==> src/rtl/core/rgb_to_hsl_pixel_converter_unit_assert.svh <==
// ----------------------------------------------------------------------------
// rgb to hsl converter assertion macros
// concurrent check wrappers, empty when SYNTH is defined
// ----------------------------------------------------------------------------
`ifndef RGB_TO_HSL_PIXEL_CONVERTER_UNIT_ASSERT_SVH
`define RGB_TO_HSL_PIXEL_CONVERTER_UNIT_ASSERT_SVH

`ifndef SYNTH

// check that is switched off while reset is high
`define R2H_ASSERT(label, clk, rst, prop) \
   label: assert property (@(posedge clk) disable iff (rst) prop) \
      else $error("r2h check failed");

// check that also holds during reset
`define R2H_ASSERT_ALWAYS(label, clk, prop) \
   label: assert property (@(posedge clk) prop) \
      else $error("r2h check failed");

`else

`define R2H_ASSERT(label, clk, rst, prop)
`define R2H_ASSERT_ALWAYS(label, clk, prop)

`endif

`endif

==> src/rtl/core/r2h_pkg.sv <==
// ----------------------------------------------------------------------------
// r2h package
// widths, hue constants and stage payload types of the rgb to hsl converter
// ----------------------------------------------------------------------------
`timescale 1ns / 1ps

package r2h_pkg;

   localparam int CHAN_W = 8;
   localparam int SUM_W = CHAN_W + 1;
   localparam int HUE_W = 15;
   localparam int SAT_W = 16;

   // long division: 24 dividend bits, 8 bit divisor, one bit per stage
   localparam int DIV_DIVIDEND_W = 24;
   localparam int DIV_DIVISOR_W = CHAN_W;

   // hue fraction: quotient of 15 * rem * 256 / d, below 3840
   localparam int HUE_FRAC_W = 12;
   localparam int HUE_NUM_W = 12;
   localparam int HUE_PAD_W = 8;

   // 60 degrees in 1/64 degree units
   localparam logic [HUE_W-1:0] HUE_SECTOR = 15'd3840;
   localparam logic [HUE_W-1:0] HUE_BASE_GREEN = 15'd3840;
   localparam logic [HUE_W-1:0] HUE_BASE_BLUE = 15'd11520;
   localparam logic [HUE_W-1:0] HUE_BASE_RED_WRAP = 15'd19200;
   localparam logic [SUM_W-1:0] SUM_FULL = 9'd510;
   localparam logic [SUM_W-1:0] SUM_HALF = 9'd255;

   typedef struct packed {
      logic [SUM_W-1:0]  x;
      logic [CHAN_W-1:0] diff;
      logic [CHAN_W-1:0] den;
      logic [SUM_W-1:0]  sum;
      logic [HUE_W-1:0]  base;
   } s1_type;

   typedef struct packed {
      logic              grey;
      logic [HUE_W-1:0]  base;
      logic [SUM_W-1:0]  sum;
   } side_type;

   typedef struct packed {
      logic [DIV_DIVIDEND_W-1:0] hue_dividend;
      logic [DIV_DIVISOR_W-1:0]  hue_divisor;
      logic [DIV_DIVIDEND_W-1:0] sat_dividend;
      logic [DIV_DIVISOR_W-1:0]  sat_divisor;
      side_type                  side;
   } s2_type;

endpackage

==> src/rtl/core/rgb_to_hsl_pixel_converter_unit.sv <==
// ----------------------------------------------------------------------------
// rgb to hsl pixel converter unit: converts one 8 bit rgb pixel a clock
// (unless stalled) into hue, saturation and lightness sum
// ----------------------------------------------------------------------------
// usage
//  - request channel req_valid / req_ready carries red, green and blue
//  - response channel rsp_valid / rsp_ready carries hue (1/64 degree, floor),
//    saturation (q0.16, full scale clamped to 65535) and max plus min
//  - unless stalled, a request may enter every clock: one pixel per cycle
//  - from request acceptance to rsp_valid a pixel passes the max/min stage,
//    the divider set-up stage, the two 24 stage long dividers (one quotient
//    bit per stage) and the output register
//  - the whole pipeline moves as one: when a response waits and rsp_ready
//    is low every stage holds, req_ready drops, nothing is lost or repeated
//  - bubbles travel as cleared valid bits and are dropped at the output
//  - reset (synchronous, active high) clears every valid bit; the data path
//    has no reset and there is no state beyond the items in flight
//  - a grey pixel gives hue and saturation zero
// ----------------------------------------------------------------------------
`timescale 1ns / 1ps

`include "rgb_to_hsl_pixel_converter_unit_assert.svh"

module rgb_to_hsl_pixel_converter_unit (
   input  logic                          clock,
   input  logic                          reset,
   input  logic                          req_valid,
   output logic                          req_ready,
   input  logic [r2h_pkg::CHAN_W-1:0]    req_red,
   input  logic [r2h_pkg::CHAN_W-1:0]    req_green,
   input  logic [r2h_pkg::CHAN_W-1:0]    req_blue,
   output logic                          rsp_valid,
   input  logic                          rsp_ready,
   output logic [r2h_pkg::HUE_W-1:0]     rsp_hue,
   output logic [r2h_pkg::SAT_W-1:0]     rsp_saturation,
   output logic [r2h_pkg::SUM_W-1:0]     rsp_lightness_sum
);

   localparam int STEPS = r2h_pkg::DIV_DIVIDEND_W;

   // pipeline-wide enable: move when the output slot is free or being taken
   logic advance;

   logic                  v1_ff;
   logic                  v2_ff;
   logic                  vdiv_ff [STEPS];
   logic                  out_valid_ff;

   r2h_pkg::s1_type       s1_in;
   r2h_pkg::s1_type       s1_ff;
   r2h_pkg::s2_type       s2_in;
   r2h_pkg::s2_type       s2_ff;
   r2h_pkg::side_type     side_ff [STEPS];

   logic [r2h_pkg::HUE_W-1:0] hue_in;
   logic [r2h_pkg::HUE_W-1:0] hue_ff;
   logic [r2h_pkg::SAT_W-1:0] sat_in;
   logic [r2h_pkg::SAT_W-1:0] sat_ff;
   logic [r2h_pkg::SUM_W-1:0] sum_ff;

   logic [r2h_pkg::DIV_DIVIDEND_W-1:0] hue_quot;
   logic [r2h_pkg::DIV_DIVIDEND_W-1:0] sat_quot;

   assign advance   = !out_valid_ff || rsp_ready;
   assign req_ready = advance;

   // ------------------------------------------------------------------
   // stage 1: max/min, chroma, lightness sum, saturation denominator and
   // hue numerator x in 0..2d with the sector base
   // ------------------------------------------------------------------
   logic                        red_max;
   logic                        green_max;
   logic [r2h_pkg::CHAN_W-1:0]  hi;
   logic [r2h_pkg::CHAN_W-1:0]  lo;
   logic [r2h_pkg::CHAN_W-1:0]  add_a;
   logic [r2h_pkg::CHAN_W-1:0]  sub_c;
   logic [r2h_pkg::CHAN_W-1:0]  add_d;
   logic [r2h_pkg::SUM_W:0]     x_wide;
   logic [r2h_pkg::SUM_W-1:0]   sum_c;
   logic [r2h_pkg::SUM_W-1:0]   den_hi;

   always_comb begin
      // ties go to red first, then green
      red_max   = (req_red >= req_green) && (req_red >= req_blue);
      green_max = !red_max && (req_green >= req_blue);

      priority if (red_max) begin
         hi = req_red;
      end else if (green_max) begin
         hi = req_green;
      end else begin
         hi = req_blue;
      end

      lo = req_red;
      if (req_green < lo) begin
         lo = req_green;
      end
      if (req_blue < lo) begin
         lo = req_blue;
      end

      sum_c  = {1'b0, hi} + {1'b0, lo};
      den_hi = r2h_pkg::SUM_FULL - sum_c;

      s1_in.diff = hi - lo;
      s1_in.sum  = sum_c;
      s1_in.den  = (sum_c <= r2h_pkg::SUM_HALF) ? sum_c[r2h_pkg::CHAN_W-1:0]
                                                 : den_hi[r2h_pkg::CHAN_W-1:0];

      // hue = base + floor(3840 * x / d), x = add_d + add_a - sub_c
      add_d = s1_in.diff;
      priority if (red_max) begin
         add_a = req_green;
         sub_c = req_blue;
         if (req_green >= req_blue) begin
            add_d      = '0;
            s1_in.base = '0;
         end else begin
            s1_in.base = r2h_pkg::HUE_BASE_RED_WRAP;
         end
      end else if (green_max) begin
         add_a      = req_blue;
         sub_c      = req_red;
         s1_in.base = r2h_pkg::HUE_BASE_GREEN;
      end else begin
         add_a      = req_red;
         sub_c      = req_green;
         s1_in.base = r2h_pkg::HUE_BASE_BLUE;
      end

      x_wide  = {2'b00, add_d} + {2'b00, add_a} - {2'b00, sub_c};
      s1_in.x = x_wide[r2h_pkg::SUM_W-1:0];
   end

   // ------------------------------------------------------------------
   // stage 2: integer part of x/d folded into the base, the remainder
   // times 15 becomes the hue dividend; grey pixels get divisor one
   // ------------------------------------------------------------------
   logic [r2h_pkg::SUM_W-1:0]     twice_d;
   logic                          ge2;
   logic                          ge1;
   logic [r2h_pkg::SUM_W-1:0]     rem0;
   logic [r2h_pkg::HUE_NUM_W-1:0] hue_num;
   logic [r2h_pkg::HUE_W-1:0]     base_step;
   logic                          grey;

   always_comb begin
      twice_d = {s1_ff.diff, 1'b0};
      ge2     = s1_ff.x >= twice_d;
      ge1     = s1_ff.x >= {1'b0, s1_ff.diff};
      grey    = s1_ff.diff == '0;

      priority if (ge2) begin
         rem0      = s1_ff.x - twice_d;
         base_step = {r2h_pkg::HUE_SECTOR[r2h_pkg::HUE_W-2:0], 1'b0};
      end else if (ge1) begin
         rem0      = s1_ff.x - {1'b0, s1_ff.diff};
         base_step = r2h_pkg::HUE_SECTOR;
      end else begin
         rem0      = s1_ff.x;
         base_step = '0;
      end

      // 15 * rem, rem below d
      hue_num = {rem0[r2h_pkg::CHAN_W-1:0], 4'b0000}
              - r2h_pkg::HUE_NUM_W'(rem0[r2h_pkg::CHAN_W-1:0]);

      s2_in.hue_dividend = r2h_pkg::DIV_DIVIDEND_W'({hue_num,
                                                   {r2h_pkg::HUE_PAD_W{1'b0}}});
      s2_in.hue_divisor  = grey ? r2h_pkg::DIV_DIVISOR_W'(1) : s1_ff.diff;
      s2_in.sat_dividend = {s1_ff.diff, {r2h_pkg::SAT_W{1'b0}}};
      s2_in.sat_divisor  = grey ? r2h_pkg::DIV_DIVISOR_W'(1) : s1_ff.den;
      s2_in.side.grey    = grey;
      s2_in.side.base    = s1_ff.base + base_step;
      s2_in.side.sum     = s1_ff.sum;
   end

   // ------------------------------------------------------------------
   // dividers: hue fraction and saturation, side data delayed alongside
   // ------------------------------------------------------------------
   r2h_divider #(
      .DIVIDEND_W (r2h_pkg::DIV_DIVIDEND_W),
      .DIVISOR_W  (r2h_pkg::DIV_DIVISOR_W)
   ) u_hue_div (
      .clock    (clock),
      .advance  (advance),
      .dividend (s2_ff.hue_dividend),
      .divisor  (s2_ff.hue_divisor),
      .quotient (hue_quot)
   );

   r2h_divider #(
      .DIVIDEND_W (r2h_pkg::DIV_DIVIDEND_W),
      .DIVISOR_W  (r2h_pkg::DIV_DIVISOR_W)
   ) u_sat_div (
      .clock    (clock),
      .advance  (advance),
      .dividend (s2_ff.sat_dividend),
      .divisor  (s2_ff.sat_divisor),
      .quotient (sat_quot)
   );

   // ------------------------------------------------------------------
   // output: hue, sat 0 for grey; else add hue fraction, clamp full saturation
   // ------------------------------------------------------------------
   always_comb begin
      if (side_ff[STEPS-1].grey) begin
         hue_in = '0;
         sat_in = '0;
      end else begin
         hue_in = side_ff[STEPS-1].base
                + r2h_pkg::HUE_W'(hue_quot[r2h_pkg::HUE_FRAC_W-1:0]);
         sat_in = sat_quot[r2h_pkg::SAT_W] ? '1 : sat_quot[r2h_pkg::SAT_W-1:0];
      end
   end

   // valid bits
   always_ff @(posedge clock) begin
      if (reset) begin
         v1_ff        <= 1'b0;
         v2_ff        <= 1'b0;
         out_valid_ff <= 1'b0;
         for (int i = 0; i < STEPS; i++) begin
            vdiv_ff[i] <= 1'b0;
         end
      end else if (advance) begin
         v1_ff        <= req_valid;
         v2_ff        <= v1_ff;
         vdiv_ff[0]   <= v2_ff;
         for (int i = 1; i < STEPS; i++) begin
            vdiv_ff[i] <= vdiv_ff[i-1];
         end
         out_valid_ff <= vdiv_ff[STEPS-1];
      end
   end

   // data path
   always_ff @(posedge clock) begin
      if (advance) begin
         s1_ff      <= s1_in;
         s2_ff      <= s2_in;
         side_ff[0] <= s2_ff.side;
         for (int i = 1; i < STEPS; i++) begin
            side_ff[i] <= side_ff[i-1];
         end
         hue_ff <= hue_in;
         sat_ff <= sat_in;
         sum_ff <= side_ff[STEPS-1].sum;
      end
   end

   assign rsp_valid         = out_valid_ff;
   assign rsp_hue           = hue_ff;
   assign rsp_saturation    = sat_ff;
   assign rsp_lightness_sum = sum_ff;

   // ------------------------------------------------------------------
   // checks
   // ------------------------------------------------------------------
   `R2H_ASSERT(a_hue_range, clock, reset,
      rsp_valid |-> (rsp_hue <= 15'd23039))
   `R2H_ASSERT(a_chroma_sat, clock, reset,
      (rsp_valid && (rsp_hue != '0)) |-> (rsp_saturation != '0))
   `R2H_ASSERT_ALWAYS(a_reset_empty, clock,
      reset |=> !rsp_valid)

endmodule

==> src/rtl/core/r2h_divider.sv <==
// ----------------------------------------------------------------------------
// r2h divider
// pipelined restoring divider, one quotient bit per register stage
// ----------------------------------------------------------------------------
`timescale 1ns / 1ps

module r2h_divider #(
   parameter int DIVIDEND_W = r2h_pkg::DIV_DIVIDEND_W,
   parameter int DIVISOR_W = r2h_pkg::DIV_DIVISOR_W
) (
   input  logic                  clock,
   input  logic                  advance,
   input  logic [DIVIDEND_W-1:0] dividend,
   input  logic [DIVISOR_W-1:0]  divisor,
   output logic [DIVIDEND_W-1:0] quotient
);

   localparam int STEPS = DIVIDEND_W;

   // remainder and divisor are not needed after the last stage
   logic [DIVISOR_W-1:0]  rem_ff  [STEPS-1];
   logic [DIVISOR_W-1:0]  dsr_ff  [STEPS-1];
   logic [DIVIDEND_W-1:0] work_ff [STEPS];

   for (genvar i = 0; i < STEPS; i++) begin : g_step
      logic [DIVISOR_W-1:0]  rem_src;
      logic [DIVISOR_W-1:0]  dsr_src;
      logic [DIVIDEND_W-1:0] work_src;
      logic [DIVISOR_W:0]    trial;
      logic                  fits;
      logic [DIVIDEND_W-1:0] work_in;

      if (i == 0) begin : g_first
         assign rem_src  = '0;
         assign dsr_src  = divisor;
         assign work_src = dividend;
      end else begin : g_next
         assign rem_src  = rem_ff[i-1];
         assign dsr_src  = dsr_ff[i-1];
         assign work_src = work_ff[i-1];
      end

      // shift next dividend bit into the partial remainder
      assign trial   = {rem_src, work_src[DIVIDEND_W-1]};
      assign fits    = trial >= {1'b0, dsr_src};
      assign work_in = {work_src[DIVIDEND_W-2:0], fits};

      always_ff @(posedge clock) begin
         if (advance) begin
            work_ff[i] <= work_in;
         end
      end

      if (i < STEPS - 1) begin : g_carry
         logic [DIVISOR_W-1:0] rem_in;
         logic [DIVISOR_W:0]   diff;

         assign diff   = trial - {1'b0, dsr_src};
         assign rem_in = fits ? diff[DIVISOR_W-1:0] : trial[DIVISOR_W-1:0];

         always_ff @(posedge clock) begin
            if (advance) begin
               rem_ff[i] <= rem_in;
               dsr_ff[i] <= dsr_src;
            end
         end
      end
   end

   assign quotient = work_ff[STEPS-1];

endmodule

==> config.mk <==
export PLATFORM = sky130hd
export DESIGN_NAME = rgb_to_hsl_pixel_converter_unit
export DESIGN_NICKNAME = d
export VERILOG_FILES = /design/src/rtl/core/r2h_pkg.sv /design/src/rtl/core/rgb_to_hsl_pixel_converter_unit.sv /design/src/rtl/core/r2h_divider.sv
export VERILOG_INCLUDE_DIRS = /design/src /design/src/rtl/core
export SDC_FILE = /design/constraint.sdc
export NUM_CORES = 2
export LEC_CHECK = 0
export BUFFER_PORTS_ARGS = -buffer_cell sky130_fd_sc_hd__buf_2
export CAP_MARGIN = 20
export CORE_ASPECT_RATIO = 1.1
export CORE_UTILIZATION = 25
export CTS_CLUSTER_SIZE = 10
export DETAILED_ROUTE_END_ITERATION = 8
export HOLD_SLACK_MARGIN = 0.02
export PLACE_DENSITY = 0.36
export SYNTH_ARGS = -nofsm -noshare
export SYNTH_HDL_FRONTEND = slang
export SYNTH_SLANG_ARGS = --single-unit
==> constraint.sdc <==
create_clock -name clock -period 88.3 [get_ports clock]
set_input_delay 13.245 -clock clock [delete_from_list [all_inputs] [get_ports clock]]
set_output_delay 13.245 -clock clock [all_outputs]
set_load 0.01 [all_outputs]
======== After elaboration in Yosys (flattened, before gate mapping) ========
Memory sizes are Yosys's and may differ from the RTL's. A register that Yosys moved wholly into a read port is not among the register bits.
Index checks and enable logic that the tools add are counted.
word-level totals
  bits in registers ....................... 152
  bits in writable memories ............... 2,512
  output and inout bits ................... 42
  logic and storage cells ................. 262
  memories ................................ 8
operators by class
  add/subtract/negate cells ............... 56
  order comparisons ....................... 56
  muxes and demuxes ....................... 95
  bitwise logic cells ..................... 24
  reductions and logical operators ........ 6
memory list
  memory             words  width  rd ports  clocked after Yosys merged registers in  wr ports  line                                   source
  side_ff            24     25     24        0                                        24        rgb_to_hsl_pixel_converter_unit.sv:53  r2h_pkg::side_type side_ff [STEPS];
  u_hue_div.work_ff  24     24     24        0                                        24        r2h_divider.sv:23                      logic [DIVIDEND_W-1:0] work_ff [STEPS];
  u_sat_div.work_ff  24     24     24        0                                        24        r2h_divider.sv:23
  u_hue_div.dsr_ff   23     8      23        0                                        23        r2h_divider.sv:22                      logic [DIVISOR_W-1:0] dsr_ff [STEPS-1];
  u_hue_div.rem_ff   23     8      23        0                                        23        r2h_divider.sv:21                      logic [DIVISOR_W-1:0] rem_ff [STEPS-1];
  u_sat_div.dsr_ff   23     8      23        0                                        23        r2h_divider.sv:22
  2 more memories    -      -      -         -                                        -         -
operators by type and width
  operator               count
  $mux W8                59
  $ge A9 B8 Y1           47
  $sub A8 B8 Y8          47
  $mux W1                30
  $mux W15               2
  $ge A8 B8 Y1           3
  $or A1 B1 Y1           24
  $add A8 B8 Y9          2
  $lt A8 B8 Y1           2
  $mux W16               1
  $add A15 B12 Y15       1
  $add A15 B15 Y15       1
  $mux W14               1
  $mux W13               1
  $mux W12               1
  $sub A12 B8 Y12        1
  $ge A9 B9 Y1           1
  $le A9 B8 Y1 const B   1
  $sub A9 B8 Y9          1
  $ge A1 B8 Y1           1
  $ge A1 B8 Y1 const A   1
  $logic_not A8 Y1       1
  $sub A1 B8 Y8          1
  $sub A1 B8 Y8 const A  1
  4 further kinds        6

======== Logic depth before layout (Yosys ltp) ========
  word-level depth ........................ 11
  gate-level depth with buffers ........... 32

======== Modules after synthesis ========
From an unflattened synthesis, not the netlist that was laid out.
second synthesis, totals
  cell total of the unflattened synthesis .. 6,054
  area total of the unflattened synthesis .. 99,579.3 um2
by module, submodules not included
  module                           times used  cells each  area an instance (um2)
  r2h_divider at u_sat_div         1           2,381       39,065.0
  r2h_divider at u_hue_div         1           2,438       38,617.0
  rgb_to_hsl_pixel_converter_unit  1           1,235       21,897.3

======== Worst setup path after synthesis ========
No wires, ideal clock.
  path type ............................... input port to output port
  start point ............................. input port rsp_ready
  end point ............................... output port req_ready
  arrival time ............................ 44.454 ns
  setup slack ............................. 30.601 ns
  stages .................................. 3
  path buffers ............................ 1
  cell sequence ........................... nor2b_1 > clkbuf_1 > inv_1
between the ends
  longest elaborated chain between the ends .. 1
ends and longest elaborated chain
  item                line                                   source
  start, declared     rgb_to_hsl_pixel_converter_unit.sv:33  input logic rsp_ready,
  $logic_or A1 B1 Y1  rgb_to_hsl_pixel_converter_unit.sv:64  assign advance = !out_valid_ff || rsp_ready;
  end, declared       rgb_to_hsl_pixel_converter_unit.sv:28  output logic req_ready,
No other way between the ends.

======== Worst setup path after layout ========
Same ends and word-level chain as after synthesis.

==> flow_metrics.py <==
metrics = {
    "outcome": {
        "outcome": "completed",
    },
    "floorplanning": {
        "die_width_um": 517.8,
        "placeableCoreArea_um2": 290100,
        "start_util_pct": 25.22,
        "fp.dieH_um": 569.4,
        "pin_count": 70,
        "die_area_um2": 294800,
        "num_rows": 207,
    },
    "critical_path": {
        "crit_fanout": 125,
        "worstPathRequired_ns": 75.06,
        "worstRegToRegCells": 7,
        "cp.arrival_ns": 14.68,
        "criticalPathCategory": "in2out",
        "r2r_end": "u_hue_div.rem_ff[2][51]$_DFFE_PN_",
        "cp-end-kind": "output port",
        "r2r_slack_ns": 82.51,
        "startpoint_type": "input port",
        "r2r-start": "rsp_valid$_SDFFE_PP0N_",
    },
    "synth": {
        "synth_adder_area_share_pct": 9.386,
        "synth-compound-area-share_pct": 6.400,
        "ys.warnings.count": 0,
        "netlist.area_leader.share_pct": 67.28,
        "yosys.area_share.simple_pct": 5.774,
        "synth.yosys.seq_area_share_pct": 67.36,
        "ys.flop_type": "edfxtp_1",
        "synthXorXnorAreaFrac_pct": 2.622,
        "ys_ff_latch": 1642,
        "synth_area_leader_cell": "edfxtp_1",
        "synth_edf_count": 1639,
        "synth.area.top_cells": "edfxtp_1 67%, ha_1 7.8%, mux2_2 3.6%",
        "synthCells": 4909,
        "async_flop_share_pct": 0,
        "synth_top_family_by_area": "adder cells",
        "yosys-top-cells-count": "1639 x edfxtp_1, 601 x inv_1, 456 x ha_1",
        "ys_types": 68,
        "yosysMostFrequentCell": "edfxtp_1",
        "synth_area_um2": 73160,
        "avgSynthCellArea_um2": 14.90,
        "synth_mux_area_share_pct": 5.213,
    },
    "cells_and_area": {
        "fillers": 29140,
        "final_cells": 9143,
        "layout.nets": 5729,
        "syn_to_final_growth_pct": 14.93,
        "drive_gt1_share_pct": 11.66,
    },
    "drt": {
        "ant_nets": 0,
        "drt_iter0_markers": 1771,
        "viasPerCell": 4.072,
        "dr.pass1.iters": 5,
        "routedWlPerCell_um": 14.70,
        "postRouteWirelength_um": 134400,
        "dr_total_vias": 37230,
        "route.detailed.drc": 0,
    },
    "sta": {
        "slew_violations": 0,
        "setup_viol": 0,
        "worstMarginPinSlew_ns": 1.017,
        "setup_tns_ns": 0,
        "slew_headroom_pct": 32.18,
        "hold_viol": 0,
        "clock_skew_ns": 0.07311,
        "min_period_ns": 27.92,
        "period_share_pct": 31.63,
        "rsz0062_at_grt": "false",
        "layout_setup_ws_ns": 60.38,
        "max_freq_ghz": 0.03581,
    },
    "clocking": {
        "numCtsBuffers": 204,
        "path_clk_slew_ns": 0.05,
        "cts_tree": "yes",
        "clk_path_buf_depth": 4,
        "cts-resized-gates": 0,
        "post_cts_buffers": 0,
        "ctsHoldBuffers": 0,
        "cts_root_buffer": "clkbuf_16",
        "htreeDepth": 4,
        "cts_sinks": 1642,
        "clk_latency_ns": 0.85,
    },
    "place": {
        "dp_slack_ns": 60.28,
        "dp_cells": 8846,
        "portBuffers": 69,
        "hpwl_um": 91420,
        "gp_congestion": 0.7508,
    },
    "min_path": {
        "hold_class": "reg2reg",
        "hold_start": "u_sat_div.work_ff[7][30]$_DFFE_PN_",
        "hold_depth": 0,
        "hold_end": "u_sat_div.work_ff[8][7]$_DFFE_PN_",
    },
    "job": {
        "cap_viol_max_count": 0,
    },
    "grt": {
        "grtUsageTotal_pct": 9.024,
        "grt_pass1_wl_um": 214100,
        "grt.overflow.total": 0,
        "grt_max_degree": 152,
        "grt_pass1_vias": 40060,
        "antenna_found_initial": 2,
    },
}
worst max-delay path, cell delays in order:
cell and delay (ns):
buf_2 0.10, nor2b_1 0.55, inv_8 0.42, buf_2 0.32
cells by family after synthesis:
family          after synthesis
compound gates              694
xor+xnor                    219
fa+ha+maj                   514
buf+inv                     627
flops                      1642
mux                         351
other cells                   1
simple gates                861
worst max path at each step:
stage,start,end,slack [ns]
finish,rsp_ready,req_ready,60.38
global placement,rsp_ready,req_ready,60.30
floorplan,rsp_ready,req_ready,30.60
CTS,rsp_ready,req_ready,60.28
detailed placement,rsp_ready,req_ready,60.28
global route,rsp_ready,req_ready,60.21
flip-flops by register name, indices dropped and copies added (netlist names), 16 cells and up:
signal             count
side_ff              408
u_hue_div.work_ff    192
u_hue_div.dsr_ff     184
u_hue_div.rem_ff     184
u_sat_div.rem_ff     184
u_sat_div.work_ff    174
u_sat_div.dsr_ff     161
s2_ff                 51
s1_ff                 37
vdiv_ff               24
rsp_saturation        16
cell type report:
cell class,count,area (µm²),area share [%]
sequential,1642,49280,58.61
inverter,602,2267,2.696
tap,3866,4837,5.753
clock inverter,40,231.5,0.2753
antenna,1,2.502,0.002976
timing repair buffer,95,585.6,0.6964
clock buffer,255,5359,6.373
multi-input combinational,2642,21520,25.60
through the flow:
stage	cell area, µm²	hold slack [ns]	util (%)
5_1_grt	84080	0.3881	28.99
6_report	84080	0.3763	28.99
2_1_floorplan	73160	0.4003	-
4_1_cts	84050	0.3832	28.98
3_5_place_dp	78460	0.4045	27.05
3_3_place_gp	78460	0.4003	27.05
routing by layer:
metal | share of wire, % | GRT usage, % | vias up
li1 | - | - | 18490
met1 | 39 | 9.320 | 18070
met2 | 55 | 17.70 | 388
met3 | 3.6 | 1.810 | 283
met4 | 3.1 | 3.284 | 0
met5 | 0 | 0 | -
cells in the final DEF, fill, tap and decap left out, types with 27 or more instances in the layout:
master / Yosys / layout
nand2b_1: 54 / 54
buf_2: 2 / 69
clkbuf_16: 0 / 206
a21oi_1: 117 / 117
ha_1: 456 / 456
nor2_1: 317 / 317
nor3_1: 52 / 52
a21boi_0: 91 / 91
o21ai_0: 210 / 210
clkbuf_1: 19 / 47
nand2_1: 117 / 117
fa_1: 58 / 58
xnor2_1: 157 / 157
nand3_1: 34 / 34
mux2i_1: 113 / 113
o21a_1: 105 / 105
edfxtp_1: 1639 / 1639
inv_1: 601 / 600
nor2b_1: 118 / 118
and2_1: 27 / 27
xor2_1: 62 / 62
a211oi_2: 42 / 42
mux2_2: 237 / 237
nand4_1: 69 / 69
a21o_1: 67 / 67
nor4_1: 49 / 49
Power is not shown: default switching activity piles up to over one toggle a cycle in this logic, so the estimate is an artifact.
